--- src/hdl/assert_macros.svh ---
// Assertion macros shared by the date offset RTL.
// Each macro expects a clock named clk and an active-low reset named arst_n in scope.
`ifndef ASSERT_MACROS_SVH
`define ASSERT_MACROS_SVH

// The expression must hold at every clock edge out of reset.
`define CDO_ASSERT(lbl, expr, msg) \
	lbl: assert property (@(posedge clk) disable iff (!arst_n) (expr)) else $error(msg);

// When the antecedent holds, the consequent must hold in the next cycle.
`define CDO_ASSERT_NEXT(lbl, ante, cons, msg) \
	lbl: assert property (@(posedge clk) disable iff (!arst_n) (ante) |=> (cons)) else $error(msg);

// When the antecedent holds, the consequent must hold in the same cycle.
`define CDO_ASSERT_SAME(lbl, ante, cons, msg) \
	lbl: assert property (@(posedge clk) disable iff (!arst_n) (ante) |-> (cons)) else $error(msg);

`endif

--- src/hdl/cdo_pkg.sv ---
// Package for the calendar date offset block: constants, types and calendar functions.
// No dependencies; used by cdo_day_unit and calendar_date_day_offset.
package cdo_pkg;

	localparam int CDO_OFFSET_BITS  = 17;
	localparam int CDO_YEAR_W       = 16;
	localparam int CDO_QUAD_DAYS    = 146097;
	localparam int CDO_YEAR_MAX     = 9999;
	localparam int CDO_REDUCE_STEPS = 6;
	localparam int CDO_LAST_MONTH   = 12;

	typedef enum logic [2:0] {
		ST_IDLE,
		ST_REDUCE,
		ST_INIT,
		ST_YEAR,
		ST_MONTH
	} cdo_state_t;

	typedef enum logic [2:0] {
		OP_HOLD,
		OP_INIT,
		OP_ADD_QUAD,
		OP_SUB_QUAD,
		OP_ADD_YEAR,
		OP_SUB_YEAR,
		OP_SUB_MONTH
	} cdo_op_t;

	typedef enum logic [2:0] {
		YS_NONE,
		YS_INC,
		YS_DEC,
		YS_INC_QUAD,
		YS_DEC_QUAD
	} cdo_ystep_t;

	typedef enum logic [1:0] {
		FIN_NONE,
		FIN_DATE,
		FIN_LOW,
		FIN_HIGH
	} cdo_fin_t;

	// Command to the shared day adder.
	typedef struct packed {
		cdo_op_t     op;
		logic [8:0]  ylen;
		logic [4:0]  mlen;
		logic [9:0]  base;
	} cdo_cmd_t;

	// Leap rule from the year modulo 400.
	function automatic logic cdo_is_leap(input logic [8:0] r);
		return (r[1:0] == 2'd0) && (r != 9'd100) && (r != 9'd200) && (r != 9'd300);
	endfunction

	function automatic logic [4:0] cdo_month_len(input logic [3:0] m, input logic leap);
		logic [4:0] len;
		unique case (m)
			4'd2:                     len = leap ? 5'd29 : 5'd28;
			4'd4, 4'd6, 4'd9, 4'd11: len = 5'd30;
			default:                  len = 5'd31;
		endcase
		return len;
	endfunction

	// Days in the months before month m of the same year.
	function automatic logic [8:0] cdo_days_before_month(input logic [3:0] m, input logic leap);
		logic [8:0] cum;
		unique case (m)
			4'd2:    cum = 9'd31;
			4'd3:    cum = 9'd59;
			4'd4:    cum = 9'd90;
			4'd5:    cum = 9'd120;
			4'd6:    cum = 9'd151;
			4'd7:    cum = 9'd181;
			4'd8:    cum = 9'd212;
			4'd9:    cum = 9'd243;
			4'd10:   cum = 9'd273;
			4'd11:   cum = 9'd304;
			4'd12:   cum = 9'd334;
			default: cum = 9'd0;
		endcase
		return cum + {8'd0, leap && (m > 4'd2)};
	endfunction

	// Restoring reduction modulo 400: multiples of 400 tried from the largest down.
	function automatic logic [13:0] cdo_reduce_amount(input logic [2:0] step);
		logic [13:0] amt;
		unique case (step)
			3'd0:    amt = 14'd12800;
			3'd1:    amt = 14'd6400;
			3'd2:    amt = 14'd3200;
			3'd3:    amt = 14'd1600;
			3'd4:    amt = 14'd800;
			default: amt = 14'd400;
		endcase
		return amt;
	endfunction

endpackage

--- src/hdl/calendar_date_day_offset.sv ---
// Top level of the calendar date offset block: sequencer, year and month walk, result register.
// Depends on cdo_pkg, cdo_day_unit and assert_macros.svh.
//
//  channel   handshake            payload
//  request   start / busy         start_year, start_month, start_day, day_offset
//  result    done (one cycle)     result_year, result_month, result_day, out_of_range
//
// A request is taken at a rising edge with start high and busy low. Busy then stays high
// while the block reduces the start year modulo 400, forms the day count, takes 400-year
// steps and single-year steps, ends the year walk, takes month steps (at most 11) and loads
// the result. done follows in the next cycle; a clamped result leaves from the year walk
// and comes sooner. Each step is one add through the one day adder in cdo_day_unit.
// Reset clears the sequencer and the done strobe; the result fields are not reset.
// done is high for exactly one cycle, and the receiver cannot stall it.
`include "assert_macros.svh"

module calendar_date_day_offset
	import cdo_pkg::*;
#(
	parameter int OFFSET_BITS = CDO_OFFSET_BITS
) (
	input  logic                   clk,
	input  logic                   arst_n,
	input  logic                   start,
	output logic                   busy,
	input  logic [13:0]            start_year,
	input  logic [3:0]             start_month,
	input  logic [4:0]             start_day,
	input  logic [OFFSET_BITS-1:0] day_offset,
	output logic                   done,
	output logic [13:0]            result_year,
	output logic [3:0]             result_month,
	output logic [4:0]             result_day,
	output logic                   out_of_range
);

	// The day count must hold the offset plus a year, and also plus or minus one 400-year cycle.
	localparam int DW = ((OFFSET_BITS > 18) ? OFFSET_BITS : 18) + 2;
	localparam logic signed [DW-1:0] QUAD_D = DW'(CDO_QUAD_DAYS);
	localparam logic signed [CDO_YEAR_W-1:0] YEAR_MAX_S = CDO_YEAR_W'(CDO_YEAR_MAX);
	localparam logic signed [CDO_YEAR_W-1:0] YEAR_ONE_S = CDO_YEAR_W'(1);
	localparam logic signed [CDO_YEAR_W-1:0] QUAD_YEARS = CDO_YEAR_W'(400);

	cdo_state_t state_q, state_nxt;

	// Working registers of the walk.
	logic signed [CDO_YEAR_W-1:0] year_q;
	logic [13:0]                  rem_q;      // year modulo 400 once the reduction ends
	logic [2:0]                   step_q;
	logic [3:0]                   month_q;
	logic [4:0]                   day_q;
	logic [OFFSET_BITS-1:0]       offset_q;
	logic signed [DW-1:0]         d_q;        // zero-based day within year_q, may run outside it

	logic                         done_q;

	// Controls from the sequencer.
	cdo_cmd_t   cmd;
	logic       d_load;
	cdo_ystep_t ystep;
	cdo_fin_t   fin;
	logic       red_en;
	logic       month_clear;
	logic       month_inc;

	logic signed [DW-1:0] d_sum;

	// Calendar facts about the current year.
	logic [8:0]  rem9;
	logic [8:0]  rem_inc;
	logic [8:0]  rem_dec;
	logic        leap_cur;
	logic        leap_prev;
	logic [8:0]  ylen_cur;
	logic [8:0]  ylen_prev;
	logic [4:0]  mlen_cur;
	logic [13:0] red_amt;
	logic [9:0]  init_base;

	logic accept;

	assign rem9      = rem_q[8:0];
	assign rem_inc   = (rem9 == 9'd399) ? 9'd0 : rem9 + 9'd1;
	assign rem_dec   = (rem9 == 9'd0) ? 9'd399 : rem9 - 9'd1;
	assign leap_cur  = cdo_is_leap(rem9);
	assign leap_prev = cdo_is_leap(rem_dec);
	assign ylen_cur  = 9'd365 + {8'd0, leap_cur};
	assign ylen_prev = 9'd365 + {8'd0, leap_prev};
	assign mlen_cur  = cdo_month_len(month_q, leap_cur);
	assign red_amt   = cdo_reduce_amount(step_q);

	// Days before the start month, plus the day of month, less one. Day zero in January gives minus one.
	assign init_base = {1'b0, cdo_days_before_month(month_q, leap_cur)} + {5'd0, day_q} - 10'd1;

	assign accept = start && (state_q == ST_IDLE);
	assign busy   = (state_q != ST_IDLE);
	assign done   = done_q;

	cdo_day_unit #(
		.OFFSET_BITS (OFFSET_BITS)
	) u_day_unit (
		.cmd    (cmd),
		.d_cur  (d_q),
		.offset (offset_q),
		.d_next (d_sum)
	);

	always_ff @(posedge clk or negedge arst_n) begin
		if (!arst_n) begin
			state_q <= ST_IDLE;
		end else begin
			state_q <= state_nxt;
		end
	end

	// Sequencer. In the year phase a negative day count walks back and a count past the
	// year's length walks forward; whole 400-year cycles go in one step. The walk stops early
	// once the result year is known to lie outside 1..9999.
	always_comb begin
		state_nxt   = state_q;
		cmd.op      = OP_HOLD;
		cmd.ylen    = ylen_cur;
		cmd.mlen    = mlen_cur;
		cmd.base    = init_base;
		d_load      = 1'b0;
		ystep       = YS_NONE;
		fin         = FIN_NONE;
		red_en      = 1'b0;
		month_clear = 1'b0;
		month_inc   = 1'b0;
		unique case (state_q)
			ST_IDLE: begin
				if (start) begin
					state_nxt = ST_REDUCE;
				end
			end
			ST_REDUCE: begin
				red_en = 1'b1;
				if (step_q == 3'(CDO_REDUCE_STEPS - 1)) begin
					state_nxt = ST_INIT;
				end
			end
			ST_INIT: begin
				cmd.op    = OP_INIT;
				d_load    = 1'b1;
				state_nxt = ST_YEAR;
			end
			ST_YEAR: begin
				if (d_q < 0) begin
					priority if (year_q <= YEAR_ONE_S) begin
						fin       = FIN_LOW;
						state_nxt = ST_IDLE;
					end else if (d_q <= -QUAD_D) begin
						cmd.op = OP_ADD_QUAD;
						d_load = 1'b1;
						ystep  = YS_DEC_QUAD;
					end else begin
						cmd.op   = OP_ADD_YEAR;
						cmd.ylen = ylen_prev;
						d_load   = 1'b1;
						ystep    = YS_DEC;
					end
				end else begin
					priority if (year_q > YEAR_MAX_S) begin
						fin       = FIN_HIGH;
						state_nxt = ST_IDLE;
					end else if (d_q >= QUAD_D) begin
						cmd.op = OP_SUB_QUAD;
						d_load = 1'b1;
						ystep  = YS_INC_QUAD;
					end else if (d_q >= $signed({{(DW-9){1'b0}}, ylen_cur})) begin
						cmd.op = OP_SUB_YEAR;
						d_load = 1'b1;
						ystep  = YS_INC;
					end else if (year_q < YEAR_ONE_S) begin
						fin       = FIN_LOW;
						state_nxt = ST_IDLE;
					end else begin
						month_clear = 1'b1;
						state_nxt   = ST_MONTH;
					end
				end
			end
			ST_MONTH: begin
				if ((month_q < 4'(CDO_LAST_MONTH)) &&
					(d_q >= $signed({{(DW-5){1'b0}}, mlen_cur}))) begin
					cmd.op    = OP_SUB_MONTH;
					d_load    = 1'b1;
					month_inc = 1'b1;
				end else begin
					fin       = FIN_DATE;
					state_nxt = ST_IDLE;
				end
			end
			default: begin
				state_nxt = ST_IDLE;
			end
		endcase
	end

	// Datapath registers of the walk.
	always_ff @(posedge clk) begin
		if (accept) begin
			year_q   <= {{(CDO_YEAR_W-14){1'b0}}, start_year};
			rem_q    <= start_year;
			step_q   <= 3'd0;
			// Month zero counts as January and months past twelve as December.
			if (start_month == 4'd0) begin
				month_q <= 4'd1;
			end else if (start_month > 4'(CDO_LAST_MONTH)) begin
				month_q <= 4'(CDO_LAST_MONTH);
			end else begin
				month_q <= start_month;
			end
			day_q    <= start_day;
			offset_q <= day_offset;
		end else begin
			if (red_en) begin
				if (rem_q >= red_amt) begin
					rem_q <= rem_q - red_amt;
				end
				step_q <= step_q + 3'd1;
			end
			if (d_load) begin
				d_q <= d_sum;
			end
			unique case (ystep)
				YS_NONE: begin
				end
				YS_INC: begin
					year_q <= year_q + YEAR_ONE_S;
					rem_q  <= {5'd0, rem_inc};
				end
				YS_DEC: begin
					year_q <= year_q - YEAR_ONE_S;
					rem_q  <= {5'd0, rem_dec};
				end
				YS_INC_QUAD: begin
					year_q <= year_q + QUAD_YEARS;
				end
				YS_DEC_QUAD: begin
					year_q <= year_q - QUAD_YEARS;
				end
				default: begin
				end
			endcase
			if (month_clear) begin
				month_q <= 4'd1;
			end else if (month_inc) begin
				month_q <= month_q + 4'd1;
			end
		end
	end

	// Result register: loaded in the cycle the walk ends and held until the next result.
	always_ff @(posedge clk) begin
		unique case (fin)
			FIN_NONE: begin
			end
			FIN_DATE: begin
				result_year  <= year_q[13:0];
				result_month <= month_q;
				result_day   <= d_q[4:0] + 5'd1;
				out_of_range <= 1'b0;
			end
			FIN_LOW: begin
				result_year  <= 14'd1;
				result_month <= 4'd1;
				result_day   <= 5'd1;
				out_of_range <= 1'b1;
			end
			FIN_HIGH: begin
				result_year  <= 14'(CDO_YEAR_MAX);
				result_month <= 4'(CDO_LAST_MONTH);
				result_day   <= 5'd31;
				out_of_range <= 1'b1;
			end
			default: begin
			end
		endcase
	end

	always_ff @(posedge clk or negedge arst_n) begin
		if (!arst_n) begin
			done_q <= 1'b0;
		end else begin
			done_q <= (fin != FIN_NONE);
		end
	end

	// A taken request keeps the block busy while it walks.
	`CDO_ASSERT_NEXT(a_accept_busy, accept, busy, "request taken but block not busy")
	// The result strobe comes only once the walk has returned to idle.
	`CDO_ASSERT_SAME(a_done_idle, done, !busy, "result strobe while still walking")
	// The month walk starts from a normalized, non-negative day count.
	`CDO_ASSERT_SAME(a_month_norm, state_q == ST_MONTH,
		!d_q[DW-1] && month_q >= 4'd1 && month_q <= 4'(CDO_LAST_MONTH),
		"month walk with bad day count or month")
	// A clamped result is one of the two range bounds.
	`CDO_ASSERT_SAME(a_clamp_vals, done && out_of_range,
		(result_year == 14'd1 && result_month == 4'd1 && result_day == 5'd1) ||
		(result_year == 14'(CDO_YEAR_MAX) && result_month == 4'(CDO_LAST_MONTH) &&
		result_day == 5'd31), "clamped result is not a range bound")
	// An in-range result is a plausible date.
	`CDO_ASSERT_SAME(a_date_ok, done && !out_of_range,
		result_year >= 14'd1 && result_year <= 14'(CDO_YEAR_MAX) && result_day != 5'd0 &&
		result_month >= 4'd1 && result_month <= 4'(CDO_LAST_MONTH), "result date out of range")

endmodule

--- src/hdl/cdo_day_unit.sv ---
// Shared day-count adder of the date offset walk: one add per cycle with a chosen operand.
// Depends on cdo_pkg for the command struct and operation codes.
module cdo_day_unit
	import cdo_pkg::*;
#(
	parameter int OFFSET_BITS = CDO_OFFSET_BITS
) (
	input  cdo_cmd_t                 cmd,
	input  logic signed [((OFFSET_BITS > 18) ? OFFSET_BITS : 18) + 1:0] d_cur,
	input  logic [OFFSET_BITS-1:0]   offset,
	output logic signed [((OFFSET_BITS > 18) ? OFFSET_BITS : 18) + 1:0] d_next
);

	localparam int DW = ((OFFSET_BITS > 18) ? OFFSET_BITS : 18) + 2;
	localparam logic signed [DW-1:0] QUAD_D = DW'(CDO_QUAD_DAYS);

	logic signed [DW-1:0] op_a;
	logic signed [DW-1:0] op_b;

	always_comb begin
		op_a = d_cur;
		op_b = '0;
		unique case (cmd.op)
			OP_HOLD: begin
				op_b = '0;
			end
			OP_INIT: begin
				op_a = {{(DW-OFFSET_BITS){offset[OFFSET_BITS-1]}}, offset};
				op_b = {{(DW-10){cmd.base[9]}}, cmd.base};
			end
			OP_ADD_QUAD: begin
				op_b = QUAD_D;
			end
			OP_SUB_QUAD: begin
				op_b = -QUAD_D;
			end
			OP_ADD_YEAR: begin
				op_b = {{(DW-9){1'b0}}, cmd.ylen};
			end
			OP_SUB_YEAR: begin
				op_b = -{{(DW-9){1'b0}}, cmd.ylen};
			end
			OP_SUB_MONTH: begin
				op_b = -{{(DW-5){1'b0}}, cmd.mlen};
			end
			default: begin
				op_b = '0;
			end
		endcase
	end

	assign d_next = op_a + op_b;

endmodule

--- config.mk ---
export PLATFORM = sky130hd
export DESIGN_NAME = calendar_date_day_offset
export DESIGN_NICKNAME = d
export VERILOG_FILES = /design/src/hdl/cdo_pkg.sv /design/src/hdl/calendar_date_day_offset.sv /design/src/hdl/cdo_day_unit.sv
export VERILOG_INCLUDE_DIRS = /design/src /design/src/hdl
export SDC_FILE = /design/constraint.sdc
export NUM_CORES = 1
export LEC_CHECK = 0
export BUFFER_PORTS_ARGS = -buffer_cell sky130_fd_sc_hd__clkbuf_2
export CORE_MARGIN = 2
export CORE_UTILIZATION = 55
export DETAILED_ROUTE_END_ITERATION = 8
export PLACE_DENSITY = 0.85
export SYNTH_ARGS = -nofsm -noshare
export SYNTH_HDL_FRONTEND = slang
export SYNTH_SLANG_ARGS = --single-unit
--- constraint.sdc ---
create_clock -name clk -period 7.7 [get_ports clk]
set_clock_uncertainty 0.2 [all_clocks]
set_input_delay 0.77 -clock clk [delete_from_list [all_inputs] [get_ports clk]]
set_output_delay 0.77 -clock clk [all_outputs]
set_load 0.005 [all_outputs]
# Yosys cells after proc, flatten, opt, wreduce, memory -nomap -nowiden
# Memories as Yosys holds them, arrays and structs flattened. A register that Yosys moved wholly into a read port is not among the register bits.
# Cells that the tools add are included.
[totals] ram_bits=0 latchBits=0 mem_count=1 wordCells=189 reg_bits=107 rom_bits=144 out_inout_bits=26
[mem_list] name="(name not given)" depth=16 width=9 read_ports=1 rd_ports_with_merged_regs=1 write_ports=0 line="cdo_pkg.sv:71" source="unique case (m)"
[op_classes] mux=74 order_cmp=12 add_sub_neg=18 n_div=0 n_eq_ne=40 mul=0 shifts=0 n_bitwise=1 n_reduce_logical=29
[ops] op="case mux 20 bit (6 select lines)" n=1
[ops] op="case mux 14 bit (5 select lines)" n=1
[ops] op="case mux 16 bit (4 select lines)" n=1
[ops] op="two-way mux 3 bit" n=19
[ops] op="two-way mux 14 bit" n=4
[ops] op="two-way mux 9 bit" n=5
[ops] op="case mux 14 bit (3 select lines)" n=1
[ops] op="case mux 14 bit (2 select lines)" n=1
[ops] op="equality test 3 x 2 -> 1 bit (second input constant)" n=8
[ops] op="two-way mux 4 bit" n=6
[ops] op="equality test 3 bit (second input constant)" n=7
[ops] op="adder 20 bit" n=1
[ops] op="greater-or-equal comparator 20 x 10 -> 1 bit" n=1
[ops] op="greater-or-equal comparator 20 x 19 -> 1 bit (second input constant)" n=1
[ops] op="greater-or-equal comparator 20 x 6 -> 1 bit" n=1
[ops] op="less-or-equal comparator 20 x 19 -> 1 bit (second input constant)" n=1
[ops] op="< comparator 20 x 1 -> 1 bit (second input constant)" n=1
[ops] op="two-way mux 20 bit" n=1
[ops] op="negator 5 -> 20 bit" n=1
[ops] op="negator 9 -> 20 bit" n=1
[ops] op="adder 9 x 1 -> 9 bit (first input constant)" n=2
[ops] op="inequality test 9 x 7 -> 1 bit (second input constant)" n=2
[ops] op="inequality test 9 x 8 -> 1 bit (second input constant)" n=2
[ops] op="inequality test 9 bit (second input constant)" n=2
[ops] op="54 further kinds" n=103

# Logic depth before layout (Yosys ltp)
[depth] ltp_word=14 ltp_mapped=28 depth_no_buf=27

# Modules after synthesis
# A second synthesis with hierarchy kept.
[hier_totals] hier_cells=1106 hier_area_um2=9843.2
[by_module_without_submodules] module="calendar_date_day_offset" n_inst=1 cells_per_inst=825 area_per_inst_um2=7977.7
[by_module_without_submodules] module="cdo_day_unit" n_inst=1 cells_per_inst=281 area_per_inst_um2=1865.5

# Worst setup path after synthesis
# OpenSTA, ideal clock, no wires.
[synth_path] kind="register to register" startpoint="register rem_q[5]" endpoint="register d_q[19] (data pin)" synth_period_minus_slack_ns=5.678 stages_incl_launch_ff=27 t_required_ns=7.239 arrival_time_ns=5.216 slack_ns=2.022 cell_sequence="edfxtp_1 > buf_1 > nor4b_1 > nand4b_1 > nand3_1 > nor2b_1 > ha_1 > ha_1 > xnor2_1 > ha_1 > inv_1 > ha_1 > a21o_1 > a21oi_1 > o21bai_1 > a21oi_1 > xor2_1 > o21ai_0 > ha_1 > a2111oi_0 > o21ai_0 > a211oi_1 > nor2b_1 > a31o_2 > o21ai_0 > o21ai_0 > xnor2_1"
[synth_via] elab_chain_cells=14 word_cells_on_any_way=48 classes_between="add/sub (9); order compare (2); eq/ne (12); mux (15); reduce/logical (10)"
[synth_rtl] item="from (decl)" line="calendar_date_day_offset.sv:48" source="logic [13:0] rem_q;"
[synth_rtl] item="from (signal assigned)" line="calendar_date_day_offset.sv:205" source="rem_q <= start_year;"
[synth_rtl] item="from (signal assigned)" line="calendar_date_day_offset.sv:220" source="rem_q <= rem_q - red_amt;"
[synth_rtl] item="from (signal assigned)" line="calendar_date_day_offset.sv:232" source="rem_q <= {5'd0, rem_inc};"
[synth_rtl] item="subtractor 9 x 1 -> 9 bit (tied with other cells)" line="calendar_date_day_offset.sv:84" source="assign rem_dec = (rem9 == 9'd0) ? 9'd399 : rem9 - 9'd1;"
[synth_rtl] item="two-way mux 9 bit / logical AND 1 bit (equally long branches)" line="calendar_date_day_offset.sv:84, cdo_pkg.sv:55"
[synth_rtl] item="inequality test 9 x 7 -> 1 bit (tied with other cells)" line="cdo_pkg.sv:55" source="return (r[1:0] == 2'd0) && (r != 9'd100) && (r != 9'd200) && (r != 9'd300);"
[synth_rtl] item="logical AND 1 bit" line="cdo_pkg.sv:55"
[synth_rtl] item="logical AND 1 bit / adder 9 x 1 -> 9 bit (equally long branches)" line="cdo_pkg.sv:55, calendar_date_day_offset.sv:87"
[synth_rtl] item="logical AND 1 bit / greater-or-equal comparator 20 x 10 -> 1 bit (equally long branches)" line="cdo_pkg.sv:55, calendar_date_day_offset.sv:171"
[synth_rtl] item="adder 9 x 1 -> 9 bit / two-way mux 3 bit (equally long branches)" line="calendar_date_day_offset.sv:88, calendar_date_day_offset.sv:171"
[synth_rtl] item="two-way mux 9 bit / two-way mux 3 bit (equally long branches)" line="calendar_date_day_offset.sv:153, calendar_date_day_offset.sv:167"
[synth_rtl] item="two-way mux 12 bit / two-way mux 3 bit (equally long branches)" line="calendar_date_day_offset.sv:150, calendar_date_day_offset.sv:164"
[synth_rtl] item="two-way mux 9 bit / two-way mux 3 bit (equally long branches)" line="calendar_date_day_offset.sv:149" source="if (d_q < 0) begin"
[synth_rtl] item="two-way mux 9 bit / case mux 3 bit (3 select lines) (equally long branches)" line="calendar_date_day_offset.sv:131" source="unique case (state_q)"
[synth_rtl] item="negator 9 -> 20 bit (tied with other cells)" line="cdo_day_unit.sv:41" source="op_b = -{{(DW-9){1'b0}}, cmd.ylen};"
[synth_rtl] item="case mux 20 bit (6 select lines) / two-way mux 20 bit (equally long branches)" line="cdo_day_unit.sv:23" source="unique case (cmd.op)"
[synth_rtl] item="adder 20 bit (*)" line="cdo_day_unit.sv:52" source="assign d_next = op_a + op_b;"
[synth_rtl] item="net d_sum[19]" line="calendar_date_day_offset.sv:66" source="logic signed [DW-1:0] d_sum;"
[synth_rtl] item="to (signal assigned)" line="calendar_date_day_offset.sv:225" source="d_q <= d_sum;"
[synth_rtl] item="to (decl)" line="calendar_date_day_offset.sv:53" source="logic signed [DW-1:0] d_q;"
# Mark *: on every way through the listed nets, which the timed path passes. The rest lies on a longest branch.
# A chain may end at the register's enable or synchronous reset.

# Worst setup path in the final report
# Same ends and word-level chain as after synthesis.

==> reports/metrics.yaml <==
floorplan:
  die_height_um: 134.1
  die_width_um: 134.1
  dieArea_um2: 17970
  initial_utilization_pct: 56.11
  rows: 47
  coreArea_um2: 16580
  ios: 69
synth:
  synth_edf_count: 98
  ys.warnings.count: 0
  synthTopCellsByArea: "edfxtp_1 32%, ha_1 11%, nand2_1 6.1%, xnor2_1 4.0%, o21ai_0 3.5%"
  synth_area_leader_cell: "edfxtp_1"
  ys.flop_type: "edfxtp_1"
  postSynth.asyncResetShare_pct: 3.448
  synth_seq_cells: 116
  netlist.area_leader.share_pct: 31.63
  synth_fp_nets: 1196
  ys_types: 86
  syn_area_um2: 9305
  syn_area_per_cell_um2: 8.745
  ys_seq_area_share_pct: 35.71
  synthCells: 1064
status:
  status: "finished, final reports clean"
sta:
  rsz0062_at_grt: "no"
  post-route-min-period_ns: 6.522
  setup_viol: 0
  fin_tns_setup_ns: 0
  fin_crit_sh_pct: 84.70
  hold_violations: 0
  finalMaxSlewViolations: 0
  max_freq_mhz: 153.3
  whs_ns: 0.3092
  slew_headroom_pct: 24.29
  tightest_slew_ns: 1.136
grt:
  grt_usage_pct: 27.34
  grt_max_degree: 50
  grt_pass1_wl_um: 39110
  antenna_found_initial: 0
  grt_remaining_overflow: 0
  grt_pass1_vias: 7864
pwr:
  leakage_nw: 4.397
  peakVddDrop_v: 0.0002760
  power_density_nw_per_um2: 556.4
  power_mw: 5.804
setup_path:
  cp.arrival_ns: 6.50
  timing.rr.start: "rem_q[5]$_DFFE_PP_"
  crit_fanout: 14
  r2r_setup_slack_ns: 1.18
  crit_type: "flip-flop to flip-flop"
  rr_worst_depth: 27
  start_kind: "flip-flop"
  r2r-end: "d_q[19]$_DFFE_PP_"
  cp-endpoint: "d_q[19]$_DFFE_PP_"
  end_kind: "flip-flop"
  cp_data_required_time_ns: 7.67
  cp-startpoint: "rem_q[5]$_DFFE_PP_"
final_layout:
  fin_cells: 1342
  synthToLayoutAreaGrowth_pct: 12.10
  num_antenna_cells: 0
  finalNetCount: 1241
  drive_gt1_share_pct: 11.50
place:
  gp_congestion: 0.9533
  io_buffers: 68
  dp_hpwl_um: 17390
  dp_cells: 1309
drt:
  avgRoutedWirePerCell_um: 17.96
  drt-total-wl_um: 24110
  first_pass_iters: 6
  vias: 8417
  vias_per_cell: 6.272
  drc: 0
  final_antenna_net_count: 0
  drt-initial-drc-count: 1108
clocking:
  cts_tree: "yes"
  cts_buffers: 17
  clock_path_buffers: 2
  clockRootBuffer: "clkbuf_16"
  clk_pin_slew_ns: 0.06
  cts.sinks: 116
  post_cts_buffers: 0
  cts.repair.resized: 0
  clk-insertion-delay-late_ns: 0.43
  ctsHtreeMaxLevel: 4
  holdBufCountCts: 1
worst_hold_path:
  hp-class: "input pin to flip-flop"
run:
  cap_viol_max_count: 0
synth_stat cells (5+ instances only):
| master | n |
|---|---|
| and3_1 | 12 |
| nand2_1 | 151 |
| a211oi_1 | 7 |
| inv_1 | 64 |
| o21a_1 | 9 |
| nor2b_1 | 10 |
| xnor2_1 | 43 |
| a31oi_1 | 20 |
| o22ai_1 | 9 |
| xor2_1 | 25 |
| a221o_1 | 6 |
| clkbuf_1 | 31 |
| or3_1 | 8 |
| nand2b_1 | 7 |
| dfxtp_1 | 14 |
| o211ai_1 | 9 |
| and2_1 | 11 |
| nor2_1 | 81 |
| nor4_1 | 7 |
| nand4_1 | 11 |
| mux2i_1 | 9 |
| nand3_1 | 37 |
| o2111ai_1 | 5 |
| o21ai_0 | 66 |
| buf_2 | 15 |
| or4_1 | 5 |
| a21oi_1 | 63 |
| o31ai_1 | 6 |
| o21ai_1 | 5 |
| a21o_1 | 15 |
| ha_1 | 85 |
| edfxtp_1 | 98 |
| o21bai_1 | 8 |
| nor3_1 | 20 |
final cells by class:
cell class	count	area (um^2)
tap	220	275.3
sequential	116	3323
multi-input combinational	835	5539
clock buffer	17	425.4
timing repair buffer	74	387.9
clock inverter	15	236.5
fill	1363	6152
inverter	65	244.0
metrics by stage:
stage | area (um^2) | util (%) | setup slack, ns
after floorplan | 9305 | - | 2.022
after global placement | 9759 | 58.85 | 1.551
after detailed placement | 9759 | 58.85 | 1.362
after CTS | 10430 | 62.90 | 1.268
after global routing | 10430 | 62.90 | 0.7778
final | 10430 | 62.90 | 1.178
worst max-delay path: stages (launching register included):
cell       delay, ns
edfxtp_1        0.58
nor4b_1         0.37
nand4b_1        0.13
nand3_1         0.27
nor2b_1         0.10
ha_1            0.22
ha_1            0.28
inv_1           0.04
ha_1            0.26
inv_1           0.04
ha_1            0.22
fa_1            0.42
a21oi_1         0.27
o2111ai_1       0.16
o211ai_1        0.13
xnor2_1         0.16
nand2_1         0.11
nor3b_2         0.24
inv_1           0.22
ha_1            0.30
nand4_1         0.11
a21oi_1         0.06
a211oi_1        0.39
nor2b_1         0.11
a31o_2          0.28
o21ai_0         0.22
o21ai_0         0.18
xnor2_1         0.17
cell families after synthesis:
group           count (synthesis)  share of synthesized area, %
flops                         116                         35.71
simple gates                  386                         19.71
compound gates                281                         19.91
mux                            11                         1.210
xor+xnor                       68                         6.400
buf+inv                       113                         4.760
fa+ha+maj                      89                         12.29
where the power goes:
group | leakage, nW | switching, mW | internal (mW)
registers | 1.08 | 0.349 | 1.19
logic | 3.00 | 1.98 | 1.39
clock network | 0.310 | 0.298 | 0.602
state kept, by name (all words and copies together), names as in the netlist, 5 cells and up, named ones only:
| name | cells |
|---|---|
| day_q | 5 |
| result_year | 14 |
| rem_q | 14 |
| d_q | 20 |
| offset_q | 17 |
| result_day | 5 |
| year_q | 16 |
routing by layer:
metal,wire (um),track usage [%],vias to the layer above,share of wire [%]
met4,583,9.649,0,2.4
met3,2338,5.707,57,9.7
met1,10470,37.61,3891,43
li1,-,-,3971,-
met2,10710,43.05,498,44
met5,0,0,-,0
cell usage in the layout, fill, tap and decap left out, types with 25 or more instances in the layout:
| cell type | n |
|---|---|
| a21oi_1 | 63 |
| clkbuf_2 | 68 |
| edfxtp_1 | 98 |
| ha_1 | 85 |
| inv_1 | 64 |
| nand2_1 | 151 |
| nand3_1 | 37 |
| nor2_1 | 81 |
| o21ai_0 | 65 |
| xnor2_1 | 43 |
| xor2_1 | 25 |
how the worst min path moves through the flow:
| stage | to | startpoint | slack, ns | depth (start not counted) |
|---|---|---|---|---|
| finish | offset_q[13]$_DFFE_PP_ | day_offset[13] | 0.31 | 1 |
| global route | offset_q[14]$_DFFE_PP_ | day_offset[14] | 0.30 | 1 |
| CTS | offset_q[13]$_DFFE_PP_ | day_offset[13] | 0.30 | 1 |
| detailed placement | step_q[2]$_SDFFE_PP0P_ | step_q[2]$_SDFFE_PP0P_ | 0.32 | 2 |
| global placement | step_q[2]$_SDFFE_PP0P_ | step_q[2]$_SDFFE_PP0P_ | 0.31 | 2 |
| floorplan | done$_DFF_PN0_ | arst_n | 0.27 | 0 |
Note: power is estimated with default switching activity, not from simulation.
